==> src/rtl/stc_pkg.sv <==
// Shared types, constants and tables for the seconds / calendar converter.
// No dependencies; used by stc_to_fields, stc_to_seconds and the top level.
package stc_pkg;

  // Field widths
  localparam int SEC_W   = 39;
  localparam int YEAR_W  = 14;
  localparam int MONTH_W = 4;
  localparam int DAY_W   = 5;
  localparam int HOUR_W  = 5;
  localparam int MIN_W   = 6;

  // Pipeline depth, identical for both directions
  localparam int LATENCY = 13;

  localparam logic [YEAR_W-1:0] MAX_YEAR = 14'd9999;

  // Period lengths in days
  localparam logic [17:0] DAYS_400Y = 18'd146097;
  localparam logic [15:0] DAYS_100Y = 16'd36524;
  localparam logic [10:0] DAYS_4Y   = 11'd1461;
  localparam logic [8:0]  DAYS_1Y   = 9'd365;

  // 86400 = 675 << 7; days = (s >> 7) / 675
  localparam logic [9:0]  DAY_ODD    = 10'd675;
  // floor(2^32 / 675): quotient low by at most one
  localparam logic [22:0] DAY_RECIP  = 23'd6362914;
  // ceil(2^29 / 3600) and ceil(2^23 / 60): exact for values below 86400
  localparam logic [17:0] HOUR_RECIP = 18'd149131;
  localparam logic [17:0] MIN_RECIP  = 18'd139811;
  // floor(2^23 / 146097) and floor(2^16 / 1461): low by at most one
  localparam logic [5:0]  Q400_RECIP = 6'd57;
  localparam logic [5:0]  Q4_RECIP   = 6'd44;
  // ceil(2^21 / 100): exact for 14-bit values
  localparam logic [14:0] DIV100_RECIP = 15'd20972;

  typedef struct packed {
    logic                 valid_res;
    logic [SEC_W-1:0]     seconds;
    logic [YEAR_W-1:0]    year;
    logic [MONTH_W-1:0]   month;
    logic [DAY_W-1:0]     day;
    logic [HOUR_W-1:0]    hour;
    logic [MIN_W-1:0]     minute;
    logic [MIN_W-1:0]     second;
  } res_t;

  typedef struct packed {
    logic [YEAR_W-1:0]    year;
    logic [MONTH_W-1:0]   month;
    logic [DAY_W-1:0]     day;
    logic [HOUR_W-1:0]    hour;
    logic [MIN_W-1:0]     minute;
    logic [MIN_W-1:0]     second;
  } cal_t;

  // Days before the first of month idx+1 (idx 0..12); 0 for meaningless codes
  function automatic logic [8:0] cum_days(input logic leap, input logic [3:0] idx);
    logic [8:0] v;
    case (idx)
      4'd0:    v = 9'd0;
      4'd1:    v = 9'd31;
      4'd2:    v = 9'd59;
      4'd3:    v = 9'd90;
      4'd4:    v = 9'd120;
      4'd5:    v = 9'd151;
      4'd6:    v = 9'd181;
      4'd7:    v = 9'd212;
      4'd8:    v = 9'd243;
      4'd9:    v = 9'd273;
      4'd10:   v = 9'd304;
      4'd11:   v = 9'd334;
      4'd12:   v = 9'd365;
      default: v = 9'd0;
    endcase
    if (leap && idx >= 4'd2 && idx <= 4'd12) begin
      v = v + 9'd1;
    end
    return v;
  endfunction

endpackage

==> src/rtl/seconds_to_calendar_convert.sv <==
// Top level of the seconds / proleptic Gregorian calendar converter.
// Depends on stc_pkg, stc_to_fields and stc_to_seconds.
//
//   channel   ports                          handshake
//   -------   ----------------------------   ------------------------------------
//   request   in_action, in_total_seconds,   taken at a clock edge with start high
//             in_year_in .. in_second_in     and busy low
//   result    out_valid_res .. out_second_out  out_strobe high for one cycle
//
// A request is taken every cycle (busy stays low); its result passes through
//   LATENCY pipeline stages. The depth is set by the seconds-to-fields
//   chain: day split, 400/100/4/1-year reductions, then month and day.
// The fields-to-seconds direction runs its own 6 stages and a delay line so
//   results leave in request order with no collision.
// Reset (rst_n low, synchronous) clears only the stage valid bits.
// The receiver cannot stall, so the pipeline advances every cycle.
module seconds_to_calendar_convert (
  input  logic                        clk,
  input  logic                        rst_n,
  input  logic                        start,
  output logic                        busy,
  input  logic                        in_action,
  input  logic [stc_pkg::SEC_W-1:0]   in_total_seconds,
  input  logic [stc_pkg::YEAR_W-1:0]  in_year_in,
  input  logic [stc_pkg::MONTH_W-1:0] in_month_in,
  input  logic [stc_pkg::DAY_W-1:0]   in_day_in,
  input  logic [stc_pkg::HOUR_W-1:0]  in_hour_in,
  input  logic [stc_pkg::MIN_W-1:0]   in_minute_in,
  input  logic [stc_pkg::MIN_W-1:0]   in_second_in,
  output logic                        out_strobe,
  output logic                        out_valid_res,
  output logic [stc_pkg::SEC_W-1:0]   out_seconds_out,
  output logic [stc_pkg::YEAR_W-1:0]  out_year_out,
  output logic [stc_pkg::MONTH_W-1:0] out_month_out,
  output logic [stc_pkg::DAY_W-1:0]   out_day_out,
  output logic [stc_pkg::HOUR_W-1:0]  out_hour_out,
  output logic [stc_pkg::MIN_W-1:0]   out_minute_out,
  output logic [stc_pkg::MIN_W-1:0]   out_second_out
);
  import stc_pkg::*;

  logic  req_take;
  logic  f_vld, s_vld;
  res_t  f_res, s_res, res;
  cal_t  cal_in;

  // Fully pipelined: never refuses a request
  assign busy     = 1'b0;
  assign req_take = start && !busy;

  assign cal_in.year   = in_year_in;
  assign cal_in.month  = in_month_in;
  assign cal_in.day    = in_day_in;
  assign cal_in.hour   = in_hour_in;
  assign cal_in.minute = in_minute_in;
  assign cal_in.second = in_second_in;

  // Direction picks which pipeline the request enters
  stc_to_fields u_fields (
    .clk        (clk),
    .rst_n      (rst_n),
    .in_vld     (req_take && !in_action),
    .in_seconds (in_total_seconds),
    .out_vld    (f_vld),
    .out_res    (f_res)
  );

  stc_to_seconds u_seconds (
    .clk     (clk),
    .rst_n   (rst_n),
    .in_vld  (req_take && in_action),
    .in_cal  (cal_in),
    .out_vld (s_vld),
    .out_res (s_res)
  );

  // Equal depths: at most one of the two strobes is high in a cycle
  assign res        = f_vld ? f_res : s_res;
  assign out_strobe = f_vld || s_vld;

  assign out_valid_res   = res.valid_res;
  assign out_seconds_out = res.seconds;
  assign out_year_out    = res.year;
  assign out_month_out   = res.month;
  assign out_day_out     = res.day;
  assign out_hour_out    = res.hour;
  assign out_minute_out  = res.minute;
  assign out_second_out  = res.second;

endmodule

==> src/rtl/stc_to_fields.sv <==
// Seconds-to-calendar pipeline, LATENCY stages, one request per cycle.
// Depends on stc_pkg (widths, period constants, reciprocals, month table).
module stc_to_fields (
  input  logic                      clk,
  input  logic                      rst_n,
  input  logic                      in_vld,
  input  logic [stc_pkg::SEC_W-1:0] in_seconds,
  output logic                      out_vld,
  output stc_pkg::res_t             out_res
);
  import stc_pkg::*;

  localparam int NST = LATENCY - 1;

  typedef struct packed {
    logic [31:0] x;
    logic [6:0]  s_lo;
    logic [22:0] dq;
    logic [10:0] dr;
    logic [16:0] rem;
    logic [4:0]  hour;
    logic [10:0] mday;
    logic [5:0]  minute;
    logic [5:0]  second;
    logic [5:0]  q400;
    logic [18:0] d400r;
    logic [17:0] d400;
    logic [1:0]  q100;
    logic [15:0] d100;
    logic [4:0]  q4;
    logic [11:0] d4r;
    logic [10:0] d4;
    logic [1:0]  q1;
    logic [8:0]  doy;
    logic [14:0] year;
    logic        leap;
    logic [3:0]  month;
    logic        ok;
  } tf_t;

  logic [LATENCY:1] vld_r;
  tf_t              st_r   [1:NST];
  tf_t              st_nxt [1:NST];
  res_t             res_r, res_nxt;

  logic [54:0] p1;
  logic [31:0] m2;
  logic [34:0] hp4, mp4;
  logic [28:0] qp4;
  logic [21:0] qp8;
  logic [3:0]  mcnt;

  always_ff @(posedge clk) begin
    if (!rst_n) begin
      vld_r <= '0;
    end else begin
      vld_r <= {vld_r[LATENCY-1:1], in_vld};
    end
  end

  always_ff @(posedge clk) begin
    for (int k = 1; k <= NST; k++) begin
      st_r[k] <= st_nxt[k];
    end
    res_r <= res_nxt;
  end

  // 1: approximate day quotient
  assign p1 = 55'(in_seconds[38:7]) * 55'(DAY_RECIP);
  always_comb begin
    st_nxt[1]      = '0;
    st_nxt[1].x    = in_seconds[38:7];
    st_nxt[1].s_lo = in_seconds[6:0];
    st_nxt[1].dq   = p1[54:32];
  end

  // 2: remainder of the approximation
  assign m2 = 32'(st_r[1].dq) * 32'(DAY_ODD);
  always_comb begin
    st_nxt[2]    = st_r[1];
    st_nxt[2].dr = 11'(st_r[1].x - m2);
  end

  // 3: correct by one, rebuild second of day
  always_comb begin
    st_nxt[3] = st_r[2];
    if (st_r[2].dr >= 11'(DAY_ODD)) begin
      st_nxt[3].dq  = st_r[2].dq + 23'd1;
      st_nxt[3].rem = {10'(st_r[2].dr - 11'(DAY_ODD)), st_r[2].s_lo};
    end else begin
      st_nxt[3].rem = {st_r[2].dr[9:0], st_r[2].s_lo};
    end
  end

  // 4: hour, minute of day, approximate 400-year count
  assign hp4 = 35'(st_r[3].rem) * 35'(HOUR_RECIP);
  assign mp4 = 35'(st_r[3].rem) * 35'(MIN_RECIP);
  assign qp4 = 29'(st_r[3].dq) * 29'(Q400_RECIP);
  always_comb begin
    st_nxt[4]      = st_r[3];
    st_nxt[4].hour = hp4[33:29];
    st_nxt[4].mday = mp4[33:23];
    st_nxt[4].q400 = qp4[28:23];
  end

  // 5: minute, second, 400-year remainder
  always_comb begin
    st_nxt[5]        = st_r[4];
    st_nxt[5].second = 6'(st_r[4].rem - 17'(st_r[4].mday) * 17'd60);
    st_nxt[5].minute = 6'(st_r[4].mday - 11'(st_r[4].hour) * 11'd60);
    st_nxt[5].d400r  = 19'(st_r[4].dq - 23'(st_r[4].q400) * 23'(DAYS_400Y));
  end

  // 6: correct 400-year count
  always_comb begin
    st_nxt[6] = st_r[5];
    if (st_r[5].d400r >= 19'(DAYS_400Y)) begin
      st_nxt[6].q400 = st_r[5].q400 + 6'd1;
      st_nxt[6].d400 = 18'(st_r[5].d400r - 19'(DAYS_400Y));
    end else begin
      st_nxt[6].d400 = st_r[5].d400r[17:0];
    end
  end

  // 7: century count by compare, capped at 3
  always_comb begin
    st_nxt[7]      = st_r[6];
    st_nxt[7].q100 = 2'(st_r[6].d400 >= 18'(DAYS_100Y))
                   + 2'(st_r[6].d400 >= 18'(2 * DAYS_100Y))
                   + 2'(st_r[6].d400 >= 18'(3 * DAYS_100Y));
    st_nxt[7].d100 = 16'(st_r[6].d400 - 18'(st_nxt[7].q100) * 18'(DAYS_100Y));
    st_nxt[7].year = 15'(st_r[6].q400) * 15'd400 + 15'(st_nxt[7].q100) * 15'd100 + 15'd1;
  end

  // 8: approximate 4-year count
  assign qp8 = 22'(st_r[7].d100) * 22'(Q4_RECIP);
  always_comb begin
    st_nxt[8]    = st_r[7];
    st_nxt[8].q4 = qp8[20:16];
  end

  // 9: 4-year remainder
  always_comb begin
    st_nxt[9]     = st_r[8];
    st_nxt[9].d4r = 12'(st_r[8].d100 - 16'(st_r[8].q4) * 16'(DAYS_4Y));
  end

  // 10: correct 4-year count; century remainder stays below 25 periods,
  // so the count never exceeds 24
  always_comb begin
    st_nxt[10] = st_r[9];
    if (st_r[9].d4r >= 12'(DAYS_4Y)) begin
      st_nxt[10].q4 = st_r[9].q4 + 5'd1;
      st_nxt[10].d4 = 11'(st_r[9].d4r - 12'(DAYS_4Y));
    end else begin
      st_nxt[10].d4 = st_r[9].d4r[10:0];
    end
  end

  // 11: year within the 4-year period, capped at 3; leap flag
  always_comb begin
    st_nxt[11]      = st_r[10];
    st_nxt[11].q1   = 2'(st_r[10].d4 >= 11'(DAYS_1Y))
                    + 2'(st_r[10].d4 >= 11'(2 * DAYS_1Y))
                    + 2'(st_r[10].d4 >= 11'(3 * DAYS_1Y));
    st_nxt[11].doy  = 9'(st_r[10].d4 - 11'(st_nxt[11].q1) * 11'(DAYS_1Y));
    st_nxt[11].year = st_r[10].year + 15'({st_r[10].q4, 2'b00}) + 15'(st_nxt[11].q1);
    st_nxt[11].leap = (st_nxt[11].q1 == 2'd3) &&
                      ((st_r[10].q4 != 5'd24) || (st_r[10].q100 == 2'd3));
  end

  // 12: month by parallel compare, range check
  always_comb begin
    mcnt = 4'd1;
    for (int k = 1; k < 12; k++) begin
      mcnt = mcnt + 4'(st_r[11].doy >= cum_days(st_r[11].leap, 4'(k)));
    end
  end
  always_comb begin
    st_nxt[12]       = st_r[11];
    st_nxt[12].month = mcnt;
    st_nxt[12].ok    = st_r[11].year <= 15'(MAX_YEAR);
  end

  // 13: day of month, result register
  always_comb begin
    res_nxt = '0;
    if (st_r[12].ok) begin
      res_nxt.valid_res = 1'b1;
      res_nxt.year      = st_r[12].year[13:0];
      res_nxt.month     = st_r[12].month;
      res_nxt.day       = 5'(st_r[12].doy
                        - cum_days(st_r[12].leap, st_r[12].month - 4'd1) + 9'd1);
      res_nxt.hour      = st_r[12].hour;
      res_nxt.minute    = st_r[12].minute;
      res_nxt.second    = st_r[12].second;
    end
  end

  assign out_vld = vld_r[LATENCY];
  assign out_res = res_r;

endmodule

==> src/rtl/stc_to_seconds.sv <==
// Calendar-to-seconds pipeline: validation, day count, seconds, then a delay
// line so it lines up with stc_to_fields. Depends on stc_pkg.
module stc_to_seconds (
  input  logic          clk,
  input  logic          rst_n,
  input  logic          in_vld,
  input  stc_pkg::cal_t in_cal,
  output logic          out_vld,
  output stc_pkg::res_t out_res
);
  import stc_pkg::*;

  localparam int TS_ST = 6;

  typedef struct packed {
    cal_t        c;
    logic [13:0] p;
    logic [7:0]  yq;
    logic [7:0]  pq;
    logic        leap;
    logic        ok;
    logic [22:0] base;
    logic [22:0] days;
    logic [27:0] hrs;
    logic [33:0] mins;
  } ts_t;

  logic [LATENCY:1] vld_r;
  ts_t              st_r   [1:TS_ST-1];
  ts_t              st_nxt [1:TS_ST-1];
  res_t             res_nxt;
  res_t             dly_r  [TS_ST:LATENCY];

  logic [28:0] yp1, pp1;
  logic [6:0]  ymod;
  logic [8:0]  mlen;
  logic [39:0] secs;

  always_ff @(posedge clk) begin
    if (!rst_n) begin
      vld_r <= '0;
    end else begin
      vld_r <= {vld_r[LATENCY-1:1], in_vld};
    end
  end

  always_ff @(posedge clk) begin
    for (int k = 1; k < TS_ST; k++) begin
      st_r[k] <= st_nxt[k];
    end
    dly_r[TS_ST] <= res_nxt;
    for (int k = TS_ST + 1; k <= LATENCY; k++) begin
      dly_r[k] <= dly_r[k-1];
    end
  end

  // 1: y/100 and (y-1)/100
  assign yp1 = 29'(in_cal.year) * 29'(DIV100_RECIP);
  assign pp1 = 29'(in_cal.year - 14'd1) * 29'(DIV100_RECIP);
  always_comb begin
    st_nxt[1]    = '0;
    st_nxt[1].c  = in_cal;
    st_nxt[1].p  = in_cal.year - 14'd1;
    st_nxt[1].yq = yp1[28:21];
    st_nxt[1].pq = pp1[28:21];
  end

  // 2: leap flag, field checks, days before the year
  assign ymod = 7'(st_r[1].c.year - 14'(st_r[1].yq) * 14'd100);
  always_comb begin
    st_nxt[2]      = st_r[1];
    st_nxt[2].leap = (st_r[1].c.year[1:0] == 2'b00) &&
                     ((ymod != 7'd0) || (st_r[1].yq[1:0] == 2'b00));
    st_nxt[2].base = 23'(st_r[1].p) * 23'(DAYS_1Y) + 23'(st_r[1].p[13:2])
                   - 23'(st_r[1].pq) + 23'(st_r[1].pq[7:2]);
    st_nxt[2].ok   = (st_r[1].c.year != '0) && (st_r[1].c.year <= MAX_YEAR) &&
                     (st_r[1].c.month != '0) && (st_r[1].c.month <= 4'd12) &&
                     (st_r[1].c.hour <= 5'd23) && (st_r[1].c.minute <= 6'd59) &&
                     (st_r[1].c.second <= 6'd59);
  end

  // 3: day-of-month check, day count
  assign mlen = cum_days(st_r[2].leap, st_r[2].c.month)
              - cum_days(st_r[2].leap, st_r[2].c.month - 4'd1);
  always_comb begin
    st_nxt[3]      = st_r[2];
    st_nxt[3].ok   = st_r[2].ok && (st_r[2].c.day != '0) && (9'(st_r[2].c.day) <= mlen);
    st_nxt[3].days = st_r[2].base
                   + 23'(cum_days(st_r[2].leap, st_r[2].c.month - 4'd1))
                   + 23'(st_r[2].c.day) - 23'd1;
  end

  // 4..6: Horner steps hours, minutes, seconds
  always_comb begin
    st_nxt[4]     = st_r[3];
    st_nxt[4].hrs = 28'(st_r[3].days) * 28'd24 + 28'(st_r[3].c.hour);
  end

  always_comb begin
    st_nxt[5]      = st_r[4];
    st_nxt[5].mins = 34'(st_r[4].hrs) * 34'd60 + 34'(st_r[4].c.minute);
  end

  assign secs = 40'(st_r[5].mins) * 40'd60 + 40'(st_r[5].c.second);
  always_comb begin
    res_nxt = '0;
    if (st_r[5].ok) begin
      res_nxt.valid_res = 1'b1;
      res_nxt.seconds   = secs[38:0];
    end
  end

  assign out_vld = vld_r[LATENCY];
  assign out_res = dly_r[LATENCY];

endmodule
==> config.mk <==
export PLATFORM = sky130hd
export DESIGN_NAME = seconds_to_calendar_convert
export DESIGN_NICKNAME = d
export VERILOG_FILES = /design/src/rtl/stc_pkg.sv /design/src/rtl/seconds_to_calendar_convert.sv /design/src/rtl/stc_to_fields.sv /design/src/rtl/stc_to_seconds.sv
export SDC_FILE = /design/constraint.sdc
export NUM_CORES = 2
export LEC_CHECK = 0
export BUFFER_PORTS_ARGS = -buffer_cell sky130_fd_sc_hd__clkbuf_2
export CAP_MARGIN = 20
export CELL_PAD_IN_SITES_DETAIL_PLACEMENT = 1
export CELL_PAD_IN_SITES_GLOBAL_PLACEMENT = 2
export CORE_ASPECT_RATIO = 0.8
export CORE_MARGIN = 2
export CORE_UTILIZATION = 44
export CTS_BUF_LIST = sky130_fd_sc_hd__clkbuf_8 sky130_fd_sc_hd__clkbuf_16
export CTS_CLUSTER_DIAMETER = 40
export DETAILED_ROUTE_END_ITERATION = 8
export HOLD_SLACK_MARGIN = 0.05
export MAX_ROUTING_LAYER = met4
export PLACE_DENSITY = 0.87
export SLEW_MARGIN = 20
export SYNTH_ARGS = -nofsm -noshare
export SYNTH_HDL_FRONTEND = slang
export SYNTH_MEMORY_MAX_BITS = 65536
export SYNTH_SLANG_ARGS = --single-unit
==> constraint.sdc <==
create_clock -name clk -period 9.9 [get_ports clk]
set_input_delay 0.495 -clock clk [delete_from_list [all_inputs] [get_ports clk]]
set_output_delay 0.495 -clock clk [all_outputs]
set_load 0.005 [all_outputs]
* Yosys cells after proc, flatten, opt, wreduce, memory -nomap -nowiden
Memories as Yosys holds them, arrays and structs flattened.
Cells that the tools add are included.
W data, S select, Z words.
** Operators by class
- $add $sub $neg :: 53
- Multiply operators :: 21
- Order comparisons :: 33
- Equal/unequal tests :: 3
- Mux-type cells :: 25
- Reductions and logical operators :: 28
** Operator list (count)
- $ge A9 B9 Y1 :: 10
- $mux W80 :: 1
- $mul A17 B18 Y34 const B :: 2
- $mul A32 B22 Y54 const B :: 1
- $add A4 B1 Y4 :: 10
- $mux W40 :: 1
- $add A39 B6 Y39 :: 1
- $mul A34 B4 Y37 const B :: 1
- $ge A18 B17 Y1 const B :: 2
- $add A34 B6 Y34 :: 1
- $mul A28 B4 Y32 const B :: 1
- $mul A23 B6 Y29 const B :: 1
- $mul A29 B13 Y27 const B :: 1
- $add A28 B5 Y28 :: 1
- $add A9 B1 Y9 const B :: 3
- $mul A14 B13 Y27 const B :: 1
- $mux W9 :: 3
- $mul A23 B2 Y25 const B :: 1
- $add A23 B1 Y23 const B :: 1
- $add A23 B12 Y23 :: 1
- $add A23 B5 Y23 :: 1
- $add A23 B6 Y23 :: 1
- $add A23 B9 Y23 :: 1
- $mul A14 B9 Y23 const B :: 1
- other kinds (70) :: 115
** Word-level totals
- Flip-flop bits (word level) :: 67
- RAM bits :: 4408
- Memory bits (read-only) :: 576
- Input port bits :: 83
- Output and inout port bits :: 82
- Word-level logic and storage cells :: 179
- Memories kept :: 7
** Memories
- u_fields.st_r :: words 12, bits a word 239, rd ports 12, clocked after Yosys merged registers in 0, write ports 12, line stc_to_fields.sv:42 : tf_t st_r [1:NST];
- u_seconds.st_r :: words 5, bits a word 180, rd ports 5, clocked after Yosys merged registers in 0, write ports 5, line stc_to_seconds.sv:29 : ts_t st_r [1:TS_ST-1];
- u_seconds.dly_r :: words 8, bits a word 80, rd ports 8, clocked after Yosys merged registers in 0, write ports 8, line stc_to_seconds.sv:32 : res_t dly_r [TS_ST:LATENCY];
- (no name shown) :: words 16, bits a word 9, rd ports 1, clocked after Yosys merged registers in 0, write ports 0, line stc_pkg.sv:60 : case (idx)
- (no name shown) :: words 16, bits a word 9, rd ports 1, clocked after Yosys merged registers in 0, write ports 0, line stc_pkg.sv:60
- (no name shown) :: words 16, bits a word 9, rd ports 1, clocked after Yosys merged registers in 0, write ports 0, line stc_pkg.sv:60
- 1 more memories

* Longest topological paths before layout
An unclocked memory read counts as a cell.
- Depth in word-level cells :: 13
- Depth in mapped cells :: 31
- Depth with buffers taken out :: 31

* By module
Synthesis repeated with hierarchy kept, for this count alone.
** Second synthesis, totals
- Cells, all modules :: 7215
- Area, all modules :: 77513.1 µm²
** By module, submodules not included
- stc_to_fields :: times used 1, cells each 3735, area an instance 40532.6 µm², sequential area each 11431.0 µm²
- stc_to_seconds :: times used 1, cells each 3386, area an instance 35581.6 µm², sequential area each 11491.0 µm²
- seconds_to_calendar_convert :: times used 1, cells each 94, area an instance 1398.8 µm², sequential area each 0.0 µm²

* Least setup slack after synthesis
Ideal clock, no wire load.
- Path kind :: in2reg
- Start :: in in_year_in[0] (netlist bit)
- End :: reg u_seconds.st_r[0][297] (netlist name)
- Setup time :: 0.072 ns
- Arrival :: 7.691 ns
- Data required time :: 9.828 ns
- Path slack :: 2.137 ns
- Stages on the path :: 28
- Path buffers :: 0
- Path through :: inv_1 ha_1 o21ai_0 a21boi_0 nand3_1 nor2_1 o21ai_0 clkinv_1 ha_1 inv_1 fa_1 xnor2_1 fa_1 fa_1 inv_1 fa_1 inv_1 ha_1 a21oi_1 nor2b_1 o21ai_0 nand2b_1 nor3_1 a21oi_1 a2111oi_0 o31ai_1 a21oi_1 xnor2_1
** RTL lines
- from (decl) :: line seconds_to_calendar_convert.sv:24 : input logic [stc_pkg::YEAR_W-1:0] in_year_in,

==> results by group <==
Placement
  • Placed cells: 9,259
  • I/O Buffers: 163
  • Post-DP HPWL: around 130,000 um
  • Placement-stage cell area: between 70,000 and 80,000 um^2
  • RePlAce Congestion: approximately 0.87

Synth
  • Top area cells in the synthesized netlist: dfxtp_1 31%, ha_1 22%, fa_1 20%
  • Mux cell area share after synthesis: 0.00256
  • Post-synthesis async set-or-reset flop share: 0
  • Post-synth top area share: 0.307
  • Synth Area in XOR/XNOR: 0.0585
  • Netlist cell types: 95
  • Ys Warns: 0
  • Synth top cells by count: 1,319 x ha_1, 1,226 x inv_1, 1,145 x dfxtp_1
  • Synthesized instance count: 6,883
  • Main synth FF type: dfxtp_1
  • Syn Nets: roughly 9,000
  • Synth Area in Simple Gates: 0.0715
  • Most frequent cell after synthesis: ha_1
  • Synth Area in Adders: 0.423
  • Largest family of logic cells by synthesized area: adder cells
  • Post-Syn Area per Cell: roughly 11 um^2
  • Seq/Total Area, Yosys: 0.307
  • Post-Syn Area: 74,700 um^2
  • Dominant cell type by area after synthesis: dfxtp_1
  • Number of synthesized register bits: 1,145
  • Post-synth EDFFs: 0
  • Area fraction in compound gates after synthesis: 0.0722

Clocking
  • Sink Count: roughly 1,100
  • Root Driver: clkbuf_16
  • Num CTS Buffers: 149
  • Register clock-pin slew on the reported worst setup and hold paths: approximately 0.050 ns
  • H-Tree Depth: 4
  • Post-CTS Resized: 0
  • Buffer depth of the longest clock path: 3
  • Clock Latency Late Sink: about 0.80 ns
  • CTS tree: done
  • Setup bufs post-CTS: 0

STA
  • Final Hold Fails: 0
  • Clock skew: ~0.065 ns
  • Least-Margin Pin Slew: 0.972 ns
  • Final min period: slightly below 8 ns
  • Max Freq: approximately 130 MHz
  • Slew margin rel.: 0.335
  • RSZ-0062 raised after global routing: false
  • Final setup viols: 0
  • Slew Limit Fails: 0
  • Setup TNS: 0 ns
  • Fin crit share: 0.797

Drt
  • Wire per inst: 16.4 um
  • Drt first pass iters: 7
  • DRC viols: 0
  • Via density per instance: a little under 5
  • WL final: between 150,000 and 200,000 um
  • Via count: approximately 47,000
  • 1st-iter DRT viols: around 1,500
  • Antenna-violating nets left: 0

Die
  • Die H: roughly 370 um
  • IO Pins: between 150 and 200
  • Die area: between 150,000 and 200,000 um^2
  • Num rows: about 140
  • Chip width: 465 um
  • Core area: 169,000 um^2
  • Initial core utilization: 0.442

Worst setup path
  • Crit path kind: in2reg
  • Crit-path max cell delay: between 0.6 and 0.7 ns
  • Critical Path Source Type: input pin
  • Crit end category: flip-flop
  • Worst EP arrival: 8.58 ns
  • Maximum fanout count along the critical path: 8
  • Critical Path Slowest Stage Cell: a2111oi_0
  • Required @ worst endpoint: about 11 ns

Cells and area
  • Fillers: 18,200
  • Post-layout util: 0.497
  • Ratio of cells with drive above 1 in the final layout: 0.0676
  • Final non-filler cell total: between 9,000 and 10,000
  • Area growth syn-to-layout: 12.5%
  • Multi-input gate area: ~47,000 um^2
  • Nets: 9,358
  • Final instance area: between 80,000 and 90,000 um^2
  • Register Area: roughly 23,000 um^2

Global routing
  • GRT overflow: 0
  • Initial antenna violation count: 14
  • Gr usage total: 0.193
  • Global-route wire length before repair: around 260,000 um
  • Vias in the first global route: 52,200
  • Largest net degree at the start of global routing: 82

Status
  • Status: completed

Run
  • Max-cap violation count: 0

Worst hold path
  • Hold WC Path Type: in2reg
final cells by class:
class                           count  share of cell area
Multi-Input combinational cell   4454               0.559
Inverter                         1227              0.0549
Clock buffer                      172              0.0483
Timing Repair Buffer              225              0.0168
Antenna cell                        5            0.000149
Clock inverter                    100              0.0144
Sequential cell                  1145               0.273
Tap cell                         2260              0.0337
per-layer routing:
metal	track usage	part of all wire
met5	-	0
met4	0.0513	0.025
met3	0.0300	0.035
met2	0.321	0.47
met1	0.245	0.47
worst paths after layout:
kind                                                        to  cells after the start  slack, ns                            from
worst max-delay path            u_seconds.st_r[0][297]$_DFF_P_                     28       2.01                   in_year_in[2]
worst max register to register  u_seconds.st_r[0][623]$_DFF_P_                     27       2.56  u_seconds.st_r[0][522]$_DFF_P_
worst min register to register  u_fields.st_r[0][1580]$_DFF_P_                      0       0.30  u_fields.st_r[0][1341]$_DFF_P_
worst min-delay path             u_fields.st_r[0][448]$_DFF_P_                      1       0.12             in_total_seconds[9]
critical path: cells and delay by family:
family | cells | cell delay (ns)
AOI/OAI and AO/OA | 7 | 2.13
xor gates and xnor gates | 2 | 0.74
and+or+nand+nor | 6 | 0.88
adders and majority gates | 7 | 2.97
buffers and inverters | 6 | 1.36
stage by stage:
stage | hold slack [ns] | setup slack, ns
after global placement | 0.310 | 2.09
final | 0.125 | 2.01
after floorplan | 0.310 | 2.14
after CTS | 0.0640 | 2.10
after detailed placement | 0.313 | 1.84
after global routing | 0.104 | 1.39
cells by family (layout without fill, tap and decap cells):
| kind of cell | after synthesis | after routing |
|---|---|---|
| adders and majority gates | 2074 | 2074 |
| buffers and inverters | 1284 | 1724 |
| DFF | 1145 | 1145 |
| and+or+nand+nor | 1030 | 1030 |
| AOI/OAI and AO/OA | 836 | 836 |
| xor gates and xnor gates | 495 | 495 |
| muxes | 18 | 18 |
| other | 1 | 6 |
state kept, by name, summed over array words and instances, names as in the netlist:
register	flops
u_fields.st_r	517
u_seconds.dly_r	320
u_seconds.st_r	241
u_fields.out_res	41
u_fields.vld_r	13
u_seconds.vld_r	13
repair_timing:
item	4_1_cts	5_1_grt
setup endpoints to repair	0	0
hold buffers	52	0
hold endpoints to repair	51	0
cell usage in the layout, fill, tap and decap left out, types with 26 or more instances in the layout:
cell	Yosys	final
clkbuf_2	0	163
xor2_1	159	159
xnor2_1	333	333
a31oi_1	30	30
ha_1	1319	1319
fa_1	754	754
and3_1	49	49
nand3_1	77	77
a211oi_1	26	26
and2_1	127	127
nand2b_1	41	41
nor2_1	233	233
o21a_1	37	37
a21oi_1	261	260
nor2b_1	90	90
nand4_1	37	37
dlygate4sd3_1	0	52
dfxtp_1	1145	1143
o21bai_1	43	43
nor3_1	64	64
nand2_1	198	198
inv_1	1226	1236
clkbuf_16	0	150
a21o_1	118	118
o21ai_0	159	158
Power is not shown: default switching activity piles up to over one toggle a cycle in this logic, so the estimate is an artifact.
